### src/hw/rtl/lc2k_pkg.sv
// Shared types, constants and control-word layout for the LC-2K executor.
// Used by lc2k_seq, lc2k_datapath and lc2k_instruction_executor.
`default_nettype none

package lc2k_pkg;

  // Word memory size; a power of two so that address and pc wrap by truncation
  localparam int MEM_WORDS = 65536;
  localparam int MEM_AW    = $clog2(MEM_WORDS);

  // Instruction word field positions
  localparam int OPC_LSB = 22;
  localparam int RA_LSB  = 19;
  localparam int RB_LSB  = 16;
  localparam int OFF_W   = 16;
  localparam int IR_W    = 25;

  typedef logic [31:0]       word_t;
  typedef logic [MEM_AW-1:0] maddr_t;

  typedef enum logic [2:0] {
    OP_ADD  = 3'd0,
    OP_NOR  = 3'd1,
    OP_LW   = 3'd2,
    OP_SW   = 3'd3,
    OP_BEQ  = 3'd4,
    OP_JALR = 3'd5,
    OP_HALT = 3'd6,
    OP_NOOP = 3'd7
  } opcode_t;

  // Microprogram step addresses
  typedef enum logic [3:0] {
    U_IDLE   = 4'd0,
    U_LOAD   = 4'd1,
    U_SKIP   = 4'd2,
    U_DECODE = 4'd3,
    U_EXEC   = 4'd4,
    U_ALU    = 4'd5,
    U_LW_RD  = 4'd6,
    U_LW_WB  = 4'd7,
    U_SW     = 4'd8,
    U_PLAIN  = 4'd9,
    U_JALR   = 4'd10,
    U_HALT   = 4'd11
  } uaddr_t;

  typedef enum logic [1:0] {
    NX_SEQ      = 2'd0,
    NX_START    = 2'd1,
    NX_DISPATCH = 2'd2,
    NX_IDLE     = 2'd3
  } next_sel_t;

  typedef enum logic [1:0] {
    MEM_NONE     = 2'd0,
    MEM_WR_LOAD  = 2'd1,
    MEM_WR_STORE = 2'd2,
    MEM_RD_EA    = 2'd3
  } mem_op_t;

  typedef enum logic [1:0] {
    RF_NONE = 2'd0,
    RF_ALU  = 2'd1,
    RF_MEMQ = 2'd2,
    RF_LINK = 2'd3
  } rf_src_t;

  // Datapath control for one step
  typedef struct packed {
    logic    accept;
    mem_op_t mem_op;
    logic    dec;
    logic    exec;
    rf_src_t rf_src;
    logic    halt_set;
    logic    finish;
    logic    commit;
  } ctrl_t;

  // One microprogram word
  typedef struct packed {
    ctrl_t     ctl;
    next_sel_t nx;
  } ucode_t;

  // Datapath status seen by the sequencer
  typedef struct packed {
    opcode_t opcode;
    logic    halted;
  } status_t;

endpackage

`default_nettype wire

### src/hw/rtl/lc2k_seq.sv
// Microcode sequencer: step counter, control-word ROM and opcode dispatch.
// Depends on lc2k_pkg.
`default_nettype none

module lc2k_seq (
  input  wire logic              clk,
  input  wire logic              rst,
  input  wire logic              start,
  input  wire logic              op,
  input  wire lc2k_pkg::status_t stat,
  output      lc2k_pkg::ctrl_t   ctrl,
  output      logic              busy
);
  import lc2k_pkg::*;

  uaddr_t upc;
  uaddr_t upc_next;
  ucode_t uw;

  // Control store
  function automatic ucode_t rom(input uaddr_t a);
    ucode_t w;
    w = '0;
    w.ctl.mem_op = MEM_NONE;
    w.ctl.rf_src = RF_NONE;
    w.nx         = NX_IDLE;
    case (a)
      U_IDLE: begin
        w.nx = NX_START;
      end
      U_LOAD: begin
        w.ctl.mem_op = MEM_WR_LOAD;
        w.ctl.finish = 1'b1;
      end
      U_SKIP: begin
        w.ctl.finish = 1'b1;
      end
      U_DECODE: begin
        w.ctl.dec = 1'b1;
        w.nx      = NX_SEQ;
      end
      U_EXEC: begin
        w.ctl.exec = 1'b1;
        w.nx       = NX_DISPATCH;
      end
      U_ALU: begin
        w.ctl.rf_src = RF_ALU;
        w.ctl.finish = 1'b1;
        w.ctl.commit = 1'b1;
      end
      U_LW_RD: begin
        w.ctl.mem_op = MEM_RD_EA;
        w.nx         = NX_SEQ;
      end
      U_LW_WB: begin
        w.ctl.rf_src = RF_MEMQ;
        w.ctl.finish = 1'b1;
        w.ctl.commit = 1'b1;
      end
      U_SW: begin
        w.ctl.mem_op = MEM_WR_STORE;
        w.ctl.finish = 1'b1;
        w.ctl.commit = 1'b1;
      end
      U_PLAIN: begin
        w.ctl.finish = 1'b1;
        w.ctl.commit = 1'b1;
      end
      U_JALR: begin
        w.ctl.rf_src = RF_LINK;
        w.ctl.finish = 1'b1;
        w.ctl.commit = 1'b1;
      end
      U_HALT: begin
        w.ctl.halt_set = 1'b1;
        w.ctl.finish   = 1'b1;
        w.ctl.commit   = 1'b1;
      end
      default: begin
        w.nx = NX_IDLE;
      end
    endcase
    return w;
  endfunction

  // Opcode to first execute step
  function automatic uaddr_t dispatch(input opcode_t opc);
    uaddr_t t;
    case (opc)
      OP_ADD:  t = U_ALU;
      OP_NOR:  t = U_ALU;
      OP_LW:   t = U_LW_RD;
      OP_SW:   t = U_SW;
      OP_JALR: t = U_JALR;
      OP_HALT: t = U_HALT;
      default: t = U_PLAIN;
    endcase
    return t;
  endfunction

  // Hold step counter
  always_ff @(posedge clk) begin
    if (rst) begin
      upc <= U_IDLE;
    end else begin
      upc <= upc_next;
    end
  end

  // Pick next step and drive control
  always_comb begin
    uw          = rom(upc);
    ctrl        = uw.ctl;
    ctrl.accept = 1'b0;
    upc_next    = upc;
    case (uw.nx)
      NX_SEQ: begin
        upc_next = uaddr_t'(upc + 4'd1);
      end
      NX_START: begin
        if (start) begin
          ctrl.accept = 1'b1;
          if (!op) begin
            upc_next = U_LOAD;
          end else if (stat.halted) begin
            upc_next = U_SKIP;
          end else begin
            upc_next = U_DECODE;
          end
        end
      end
      NX_DISPATCH: begin
        upc_next = dispatch(stat.opcode);
      end
      default: begin
        upc_next = U_IDLE;
      end
    endcase
  end

  assign busy = (upc != U_IDLE);

endmodule

`default_nettype wire

### config.mk
export PLATFORM = sky130hd
export DESIGN_NAME = lc2k_seq
export DESIGN_NICKNAME = d
export VERILOG_FILES = /design/src/hw/rtl/lc2k_pkg.sv /design/src/hw/rtl/lc2k_seq.sv
export SDC_FILE = /design/constraint.sdc
export NUM_CORES = 1
export LEC_CHECK = 0
export BUFFER_PORTS_ARGS = -buffer_cell sky130_fd_sc_hd__buf_2
export CAP_MARGIN = 30
export CORE_AREA = 2 2 39 41
export CTS_CLUSTER_DIAMETER = 150
export DETAILED_ROUTE_END_ITERATION = 16
export DIE_AREA = 0 0 41 43
export HOLD_SLACK_MARGIN = 0.15
export PLACE_DENSITY_LB_ADDON = 0.08
export SYNTH_ARGS = -nofsm -noshare
export SYNTH_HDL_FRONTEND = slang
export SYNTH_SLANG_ARGS = --single-unit
### constraint.sdc
create_clock -name clk -period 2.1 [get_ports clk]
set_input_delay 0.21 -clock clk [delete_from_list [all_inputs] [get_ports clk]]
set_output_delay 0.21 -clock clk [all_outputs]
set_load 0.005 [all_outputs]
=== Word-level counts from Yosys, hierarchy flattened ===
Cells that the tools add are included.

* Flip-flop bits (word level): 4
* Word-level logic and storage cells: 44
* Input port bits: 8

* Reductions and logical operators: 8
* Multiplexer cells: 15
* Equal/unequal tests: 19
* Add/sub/neg operators: 1

{| class="wikitable"
|+ Operator list
! cell !! count
|-
| one-hot mux 4 bit (5 select lines) || 1
|-
| one-hot mux 2 bit (3 select lines) || 3
|-
| equality test 4 x 3 -> 1 bit (second input constant) || 4
|-
| equality test 4 bit (second input constant) || 4
|-
| one-hot mux 4 bit (3 select lines) || 1
|-
| equality test 4 x 2 -> 1 bit (second input constant) || 2
|-
| 2-to-1 mux 1 bit || 8
|-
| OR reduction 8 bit || 1
|-
| equality test 3 x 2 -> 1 bit (second input constant) || 2
|-
| equality test 3 bit (second input constant) || 2
|-
| OR reduction 6 bit || 1
|-
| adder 4 x 1 -> 4 bit (second input constant) || 1
|-
| equality test 4 x 1 -> 1 bit (second input constant) || 1
|-
| logical NOT 4 bit || 1
|-
| 2-to-1 mux 4 bit || 1
|-
| nonzero test 4 bit || 1
|-
| OR reduction 2 bit || 2
|-
| equality test 3 x 1 -> 1 bit (second input constant) || 1
|-
| logical NOT 3 bit || 1
|-
| equality test 2 x 1 -> 1 bit (second input constant) || 1
|-
| equality test 2 bit (second input constant) || 1
|-
| logical NOT 2 bit || 1
|-
| 2-to-1 mux 2 bit || 1
|-
| inequality test 2 bit (second input constant) || 1
|}

=== Depth between registers and ports, before layout ===
Gate-level depths: netlist of run 1.

* Depth in word-level cells: 5
* Depth in mapped cells: 7
* Mapped depth without buffers: 6

=== Least setup slack after synthesis of run 1 ===
Ideal clock, no wire load.

* Path kind: flip-flop to output port
* Start point: register upc[0]
* End point: output ctrl[0] (netlist name)
* Stages on the path, launching flop included: 6
* Slack: 571 ps
* Data required time: 1890 ps
* Arrival: 1319 ps
* Path through: dfxtp_1 > inv_1 > ha_1 > buf_1 > o41ai_1 > mux2i_1

{| class="wikitable"
|+ RTL lines
! element !! line !! RTL
|-
| start: declaration || lc2k_seq.sv:16 || <nowiki>uaddr_t upc;</nowiki>
|-
| start signal: assignment || lc2k_seq.sv:106 || <nowiki>upc <= upc_next;</nowiki>
|-
| end: declaration || lc2k_seq.sv:11 || <nowiki>output lc2k_pkg::ctrl_t ctrl,</nowiki>
|}

==> results of run 1 <==
-- what timing repair did --
action / CTS / global route
hold buffers: 0 / 0
setup endpoints to repair: 0 / 1
buffers inserted: 0 / 0
gates resized for setup: 0 / 1
-- cell usage in the layout, fill, tap and decap left out --
master and n:
a22oi_1 1, clkbuf_4 3, ha_1 3, and3_1 1
a21o_1 1, o21ai_0 2, nor4_1 1, nor3b_2 1
a22o_1 3, o41ai_1 1, and3b_1 2, dfxtp_1 4
a21oi_1 5, nor2_1 6, and2_1 2, a31oi_1 1
nand3_2 1, o221ai_2 1, mux2i_1 2, o21bai_1 1
a32o_1 1, buf_2 18, nand2b_1 2, nand3_1 2
inv_1 3, mux2_2 1, nor2b_1 3, ha_2 1
nand2_1 4, nor3_1 2, mux2_4 1
-- through the flow --
stage | total power (W) | instance area [sq um] | util
floorplan | 0.000260 | 493 | -
global placement | 0.000323 | 576 | 0.416
detailed placement | 0.000321 | 576 | 0.416
CTS | 0.000419 | 598 | 0.432
global route | 0.000457 | 601 | 0.434
finish | 0.000415 | 601 | 0.434
-- Yosys cell counts --
cell and instances:
o21ai_0 2, and2_1 2, nand3_1 2, mux2i_1 2, nor3b_2 1, nand2_1 4, mux2_2 1, mux2_4 1
nor2b_1 3, a22oi_1 1, buf_6 1, nor4_1 1, o221ai_2 1, buf_4 1, a22o_1 3, ha_1 4
nor3_1 2, o41ai_1 1, a21o_1 1, a32o_1 1, buf_2 1, nor2_1 6, nand2b_1 2, nand3_2 1
inv_1 3, buf_1 1, o21bai_1 1, and3b_1 2, dfxtp_1 4, and3_1 1, a21oi_1 5, a31oi_1 1
-- area by class of cell --
type | count | area (sq um) | area share
timing repair buffer | 18 | 90.1 | 0.150
inverter | 3 | 11.3 | 0.0188
multi-input combinational | 52 | 377 | 0.627
clock buffer | 3 | 22.5 | 0.0375
sequential | 4 | 80.1 | 0.133
tap | 16 | 20.0 | 0.0333
-- worst max-delay path by stage --
stage | startpoint | to | slack (ns) | cells past startpoint
2_1_floorplan | upc[0] | ctrl[0] | 0.57 | 5
3_3_place_gp | upc[0] | ctrl[0] | 0.43 | 5
3_5_place_dp | upc[0] | ctrl[0] | 0.42 | 5
4_1_cts | upc[0] | ctrl[0] | 0.16 | 5
5_1_grt | upc[0] | ctrl[0] | 0.11 | 5
6_report | upc[0] | ctrl[0] | 0.28 | 5
-- layer usage --
layer  GRT usage  share of wire  up-vias
met3      0.0314          0.033        0
met2       0.238           0.51       10
li1            -              -      267
met5           0              0        -
met1       0.174           0.45      233
met4      0.0800              0        0
-- where the power goes --
| part | total [W] | switching [W] | internal, W |
|---|---|---|---|
| Clock | 0.0000911 | 0.0000274 | 0.0000636 |
| Combinational | 0.000220 | 0.000120 | 0.000100 |
| Sequential | 0.000104 | 0.0000172 | 0.0000869 |
-- logic make-up after synthesis --
group                      share of synthesized area
adders and majority gates                      0.102
AOI/OAI and AO/OA                              0.251
and+or+nand+nor                                0.312
DFF                                            0.162
buffers and inverters                         0.0787
muxes                                         0.0939
-- worst max-delay path, stage by stage (launching register included) --
cell	delay, ns
dfxtp_1	0.43
inv_1	0.10
ha_2	0.28
o41ai_1	0.32
mux2i_1	0.11
buf_2	0.14
==> impl_metrics.yaml, run 1 <==
critical_path:
  worstReg2RegStart: "upc[0]"
  critPathMaxFanout: 13
  timing.reg2reg.worst_path_depth: 6
  worstSetupStartpointType: "flip-flop"
  r2r_end: "upc[1]"
  timing.critical_path.to_type: "primary output"
  cp.arrival_ns: 1.61
  worst-endpoint-required_ns: 1.89
  rrSetupSlack_ns: 0.45
  critPathKind: "reg -> out"
clocking:
  cts_h_tree_depth: 1
  cts_tree: "yes"
  clk_transition_reported_paths_ns: 0.04
  cts-root-buf: "clkbuf_4"
  clk_path_buf_depth: 2
  number_of_buffers_created_by_cts: 3
  clkLatencyLatePin_ns: 0.23
  clkSinkCount: 4
final_layout:
  final_cells: 96
  drive_gt1_frac: 0.338
  largest_registers: "upc (4)"
  total_inserted_antenna_cells: 0
  final_net_count: 94
  synthToLayoutAreaGrowth_pct: 21.8
  regMostFlops: "upc"
  largest_register_ffs: 4
  fillers: 150
pwr:
  power_leakage_nw: 0.294
  ir_drop_uv: 345
  pwr_density_cell_nw_per_um2: 691
sta:
  relSlewSlack: 0.723
  slew_violations: 0
  minimum_period_implied_by_the_final_worst_setup_slack_ns: 1.82
  worst_hold_margin_ns: 0.180
  final_clock_period_utilization_by_the_worst_path: 0.866
  rsz_0062_raised_after_global_routing: "no"
  skew_ns: 0.00282
  final_critical_path_setup_slack_ns: 0.282
  timing.final.hold_violations: 0
  setup_viol: 0
  fmaxAchievable_mhz: 550
  timing_worst_slew_pin_value_ns: 0.415
  tns_ns: 0
floorplan:
  die_span_x_um: 41
  design.portCount: 19
  std_cell_rows: 14
  floorplan.initialDensity: 0.356
  core_area_sq_um: 1380
  fp.dieArea_sq_um: 1760
  die_height_um: 43
place:
  post-dp-hpwl_um: 875
  numPortBuffers: 18
  routabilityCongestion: 0.753
  placedCellCount: 93
  dpl_worst_slack_ns: 0.424
routing:
  first_iter_violations: 5
  drt-total-wl_mm: 1.13
  detail-route-antenna-nets: 0
  drt-wirelength-per-cell_um: 11.8
  viasPerCell: 5.31
  post_route_drc: 0
  detailedRoute.firstPassIterationCount: 4
  via_count: 510
worst_hold_path:
  min_from: "rst"
  min_delay_path_depth: 2
  min-delay-path-class: "in -> reg"
  timing.hold.worst_endpoint: "upc[3]"
logic_synthesis:
  avgSynthCellArea_sq_um: 7.82
  synth.yosys.seq_area_share: 0.162
  yosys.area.top_type: "dfxtp_1"
  synthesis.area_sq_um: 493
  synth_top_cells_by_area: "dfxtp_1 (16%), ha_1 (10%), a22o_1 (5.3%)"
  post-synth-top-area-fraction: 0.162
  synth-warning-count: 0
  synth_seq_cells: 4
  gate_count_after_technology_mapping: 63
  synthesis.nets: 75
  synth.lib_cells_used.distinct: 32
global_route:
  grt.total_usage: 0.149
  pin_count_of_the_biggest_net_entering_global_routing: 14
  first_pass_grt_wire_length_mm: 1.79
  antenna_found_initial: 0
  grt_total_ovfl: 0
  first_global_vias: 443
status:
  run_status: "finished, final reports clean"
flow_run:
  cap_violations: 0
(Power assumes the default switching activity.)
==> inputs of run 2 (changes only) <==
==> constraint.sdc (replaced) <==
create_clock -name clk -period 2.3 [get_ports clk]
set_input_delay 0.23 -clock clk [delete_from_list [all_inputs] [get_ports clk]]
set_output_delay 0.23 -clock clk [all_outputs]
set_load 0.005 [all_outputs]
==> impl_metrics.yaml, run 2 (synthesis gave the netlist of run 1 again) <==
status:
  run_status: "finished, final reports clean"
critical_path:
  critPathMaxFanout: 13
  path_buf_inv: 2
  critPathKind: "reg -> out"
  timing.reg2reg.worst_path_depth: 6
  worstReg2RegStart: "upc[0]"
  kind_of_cell_with_the_highest_combined_delay_on_the_critical_path: "flip-flops"
  cp_slowest_cell: "dfxtp_1"
  rrSetupSlack_ns: 0.64
  r2r_end: "upc[1]"
  worst-endpoint-required_ns: 2.07
  timing.critical_path.cells: "inv_1 > ha_1 > o41ai_1 > mux2i_1 > buf_2"
  cp.arrival_ns: 1.70
  worstSetupStartpointType: "flip-flop"
  critPathMaxStageDelay_ns: 0.42
  timing.critical_path.to_type: "primary output"
pwr:
  power_leakage_nw: 0.295
  pwr_density_cell_nw_per_um2: 623
  ir_drop_uv: 373
sta:
  final_clock_period_utilization_by_the_worst_path: 0.840
  tns_ns: 0
  slew_violations: 0
  timing.final.hold_violations: 0
  rsz_0062_raised_after_global_routing: "no"
  setup_viol: 0
  relSlewSlack: 0.710
  fmaxAchievable_mhz: 518
  skew_ns: 0.00274
  timing_worst_slew_pin_value_ns: 0.435
  minimum_period_implied_by_the_final_worst_setup_slack_ns: 1.93
routing:
  viasPerCell: 5.19
  via_count: 498
  drt-wirelength-per-cell_um: 11.1
  detail-route-antenna-nets: 0
  post_route_drc: 0
  first_iter_violations: 0
  detailedRoute.firstPassIterationCount: 1
  drt-total-wl_mm: 1.06
floorplan:
  die_span_x_um: 41
  core_area_sq_um: 1380
  die_height_um: 43
  floorplan.initialDensity: 0.356
  design.portCount: 19
  std_cell_rows: 14
  fp.dieArea_sq_um: 1760
place:
  numPortBuffers: 18
  post-dp-hpwl_um: 855
  routabilityCongestion: 0.776
  placed_cell_area_sq_um: 576
final_layout:
  final_net_count: 94
  fin_util: 0.432
  multi_input_comb_area_sq_um: 374
  drive_gt1_frac: 0.325
  total_inserted_antenna_cells: 0
  largest_registers: "upc (4)"
  final_common_cell: "buf_2"
  regArea_sq_um: 80.1
  regMostFlops: "upc"
  synthToLayoutAreaGrowth_pct: 21.3
  largest_register_ffs: 4
  final_area_sq_um: 598
  layout_common_cells: "buf_2 (18), nor2_1 (6), a21oi_1 (5)"
  fillers: 172
clocking:
  postCtsResizedCells: 0
  number_of_buffers_created_by_cts: 3
  cts_h_tree_depth: 1
  cts_hold_repair.buffers: 0
  post_cts.repair.setup_buffers: 0
  cts-root-buf: "clkbuf_4"
  clk_transition_reported_paths_ns: 0.04
  clkSinkCount: 4
  clkLatencyLatePin_ns: 0.23
  clk_path_buf_depth: 2
  cts_tree: "yes"
worst_hold_path:
  timing.hold.worst_endpoint: "upc[3]"
  min-delay-path-class: "in -> reg"
  min_from: "rst"
  min_delay_path_depth: 2
global_route:
  grt_total_ovfl: 0
  pin_count_of_the_biggest_net_entering_global_routing: 14
  antenna_found_initial: 0
  grt.total_usage: 0.147
  first_global_vias: 429
  first_pass_grt_wire_length_mm: 1.77
flow_run:
  cap_violations: 0
-- run 2: cell counts in the layout (fill, tap and decap cells not counted) --
Identical to the previous run, type by type.
-- run 2: through the flow --
step	setup slack, ns	instances	hold slack, ns	total power (W)
floorplan	0.751	63	0.300	0.000238
global placement	0.649	93	0.433	0.000295
detailed placement	0.600	93	0.437	0.000293
CTS	0.344	96	0.191	0.000383
global route	0.276	96	0.208	0.000418
finish	0.369	96	0.198	0.000373
-- run 2: worst reg2reg max path, delay by kind of cell, from the launching register on --
family	cells	cell delay, ns
adders and majority gates	1	0.29
muxes	1	0.32
DFF	1	0.42
AOI/OAI and AO/OA	3	0.44
buffers and inverters	1	0.09
-- run 2: final cells by class --
cell class,instances,area share
clock buffers,3,0.0377
inverters,3,0.0188
multi-input cells,52,0.626
flip-flops and latches,4,0.134
well taps,16,0.0335
repair buffers,18,0.151
-- run 2: routing by layer --
metal | routed length (um) | share of wire | vias to the layer above | global-route usage
met4 | 0 | 0 | 0 | 0.0800
met3 | 32 | 0.030 | 0 | 0.0314
met2 | 536 | 0.51 | 8 | 0.213
met5 | 0 | 0 | - | 0
li1 | - | - | 266 | -
met1 | 491 | 0.46 | 224 | 0.194
-- run 2: how the worst max path moves through the flow --
stage,startpoint,end,cells after the start
after floorplan,upc[0],ctrl[0],5
after global placement,upc[0],upc[1],6
after detailed placement,upc[0],ctrl[0],5
after CTS,upc[0],ctrl[0],5
after global routing,upc[0],ctrl[0],5
final,upc[0],ctrl[0],5
-- run 2: power by group --
| part | total (W) | internal, W | switching [W] |
|---|---|---|---|
| Combinational | 0.000196 | 0.0000876 | 0.000108 |
| Sequential | 0.0000939 | 0.0000794 | 0.0000145 |
| Clock | 0.0000828 | 0.0000581 | 0.0000247 |
==> inputs of run 3 (changes only) <==
==> constraint.sdc (replaced) <==
create_clock -name clk -period 1.8 [get_ports clk]
set_input_delay 0.18 -clock clk [delete_from_list [all_inputs] [get_ports clk]]
set_output_delay 0.18 -clock clk [all_outputs]
set_load 0.005 [all_outputs]
==> impl_metrics.yaml, run 3 (synthesis gave the netlist of run 1 again) <==
status:
  run_status: "finished, final reports clean"
pwr:
  pwr_density_cell_nw_per_um2: 793
  ir_drop_uv: 587
  power_leakage_nw: 0.307
routing:
  drt-total-wl_mm: 1.12
  detailedRoute.firstPassIterationCount: 4
  post_route_drc: 0
  via_count: 519
  detail-route-antenna-nets: 0
  first_iter_violations: 7
  drt-wirelength-per-cell_um: 11.4
  viasPerCell: 5.30
sta:
  skew_ns: 0.000219
  setup_viol: 0
  worst_hold_margin_ns: 0.373
  timing.final.hold_violations: 0
  fmaxAchievable_mhz: 603
  rsz_0062_raised_after_global_routing: "no"
  minimum_period_implied_by_the_final_worst_setup_slack_ns: 1.66
  slew_violations: 0
  timing_worst_slew_pin_value_ns: 0.436
  final_clock_period_utilization_by_the_worst_path: 0.921
  relSlewSlack: 0.709
  final_critical_path_setup_slack_ns: 0.142
  tns_ns: 0
floorplan:
  die_height_um: 43
  design.portCount: 19
  floorplan.initialDensity: 0.356
  fp.dieArea_sq_um: 1760
  die_span_x_um: 41
  core_area_sq_um: 1380
  std_cell_rows: 14
final_layout:
  final_common_cell: "buf_2"
  largest_register_ffs: 4
  layout_common_cells: "buf_2 (18), a21oi_1 (5), nor2_1 (5)"
  fillers: 153
  total_inserted_antenna_cells: 0
  regMostFlops: "upc"
  final_net_count: 96
  largest_registers: "upc (4)"
  drive_gt1_frac: 0.390
  fin_util: 0.456
  synthToLayoutAreaGrowth_pct: 27.9
critical_path:
  worst-endpoint-required_ns: 1.62
  worstReg2RegStart: "upc[0]"
  cp.arrival_ns: 1.48
  critPathCapture: "ctrl[0]"
  rrSetupSlack_ns: 0.24
  critPathKind: "reg -> out"
  timing.reg2reg.worst_path_depth: 5
  critPathMaxFanout: 8
  timing.critical_path.to_type: "primary output"
  worstSetupStartpointType: "flip-flop"
  crit_start: "upc[0]"
  r2r_end: "upc[1]"
global_route:
  first_global_vias: 438
  grt.total_usage: 0.157
  pin_count_of_the_biggest_net_entering_global_routing: 14
  grt_total_ovfl: 0
  first_pass_grt_wire_length_mm: 1.88
  antenna_found_initial: 0
clocking:
  cts_tree: "yes"
  cts-root-buf: "clkbuf_4"
  cts_h_tree_depth: 1
  clkSinkCount: 4
  clk_path_buf_depth: 2
  clkLatencyLatePin_ns: 0.23
  number_of_buffers_created_by_cts: 3
  post_cts.repair.setup_buffers: 0
  clk_transition_reported_paths_ns: 0.04
worst_hold_path:
  min-delay-path-class: "in -> reg"
  min_delay_path_depth: 4
flow_run:
  cap_violations: 0
place:
  routabilityCongestion: 0.751
  numPortBuffers: 18
  dpl_worst_slack_ns: 0.146
[run 3: cell types whose count changed in the layout (fill, tap and decap cells not counted), sizes merged]
cell         delta
dlygate4sd3     +1
buf             +1
[run 3: per-stage QoR]
stage | instance area (sq um) | total power [W] | cells
after floorplan | 493 | 0.000304 | 63
after global placement | 583 | 0.000381 | 94
after detailed placement | 583 | 0.000381 | 94
after CTS | 618 | 0.000503 | 98
after global routing | 631 | 0.000551 | 98
final | 631 | 0.000500 | 98
[run 3: worst min path at each step]
stage             from     end  slack, ns
6_report       stat[2]  upc[0]       0.37
3_3_place_gp       rst  upc[3]       0.38
4_1_cts        stat[2]  upc[0]       0.37
2_1_floorplan      rst  upc[3]       0.25
3_5_place_dp       rst  upc[3]       0.39
5_1_grt        stat[3]  upc[2]       0.42
[run 3: metal layers]
metal	global-route usage	wire length (um)
met5	0	0
met1	0.215	498
met2	0.222	577
met4	0.0800	0
met3	0.0314	39
[run 3: cell type report]
class,count,area (sq um),area share
Clock buffer,3,22.5,0.0357
Inverter,3,11.3,0.0179
Multi-Input combinational cell,52,387,0.613
Sequential cell,4,82.6,0.131
Tap cell,16,20.0,0.0317
Timing Repair Buffer,20,108,0.171
[run 3: what timing repair did]
action	CTS	global route
hold endpoints to repair	1	0
gates resized for setup	1	4
pin swaps	0	0
gates cloned	0	0
hold buffers	1	0
endpoints found under the setup margin	2	2
[run 3: worst max-delay path, cell delays in order (launching register included)]
cell	delay, ns
dfxtp_2	0.34
ha_1	0.32
o41ai_2	0.35
mux2i_1	0.10
buf_2	0.14
[run 3: power by group]
group | leakage, nW | total (W) | internal, W | switching, W
clock network | 0.0138 | 0.000107 | 0.0000743 | 0.0000331
registers | 0.0333 | 0.000124 | 0.000104 | 0.0000196
logic | 0.260 | 0.000269 | 0.000123 | 0.000147
total | 0.307 | 0.000500 | 0.000301 | 0.000199
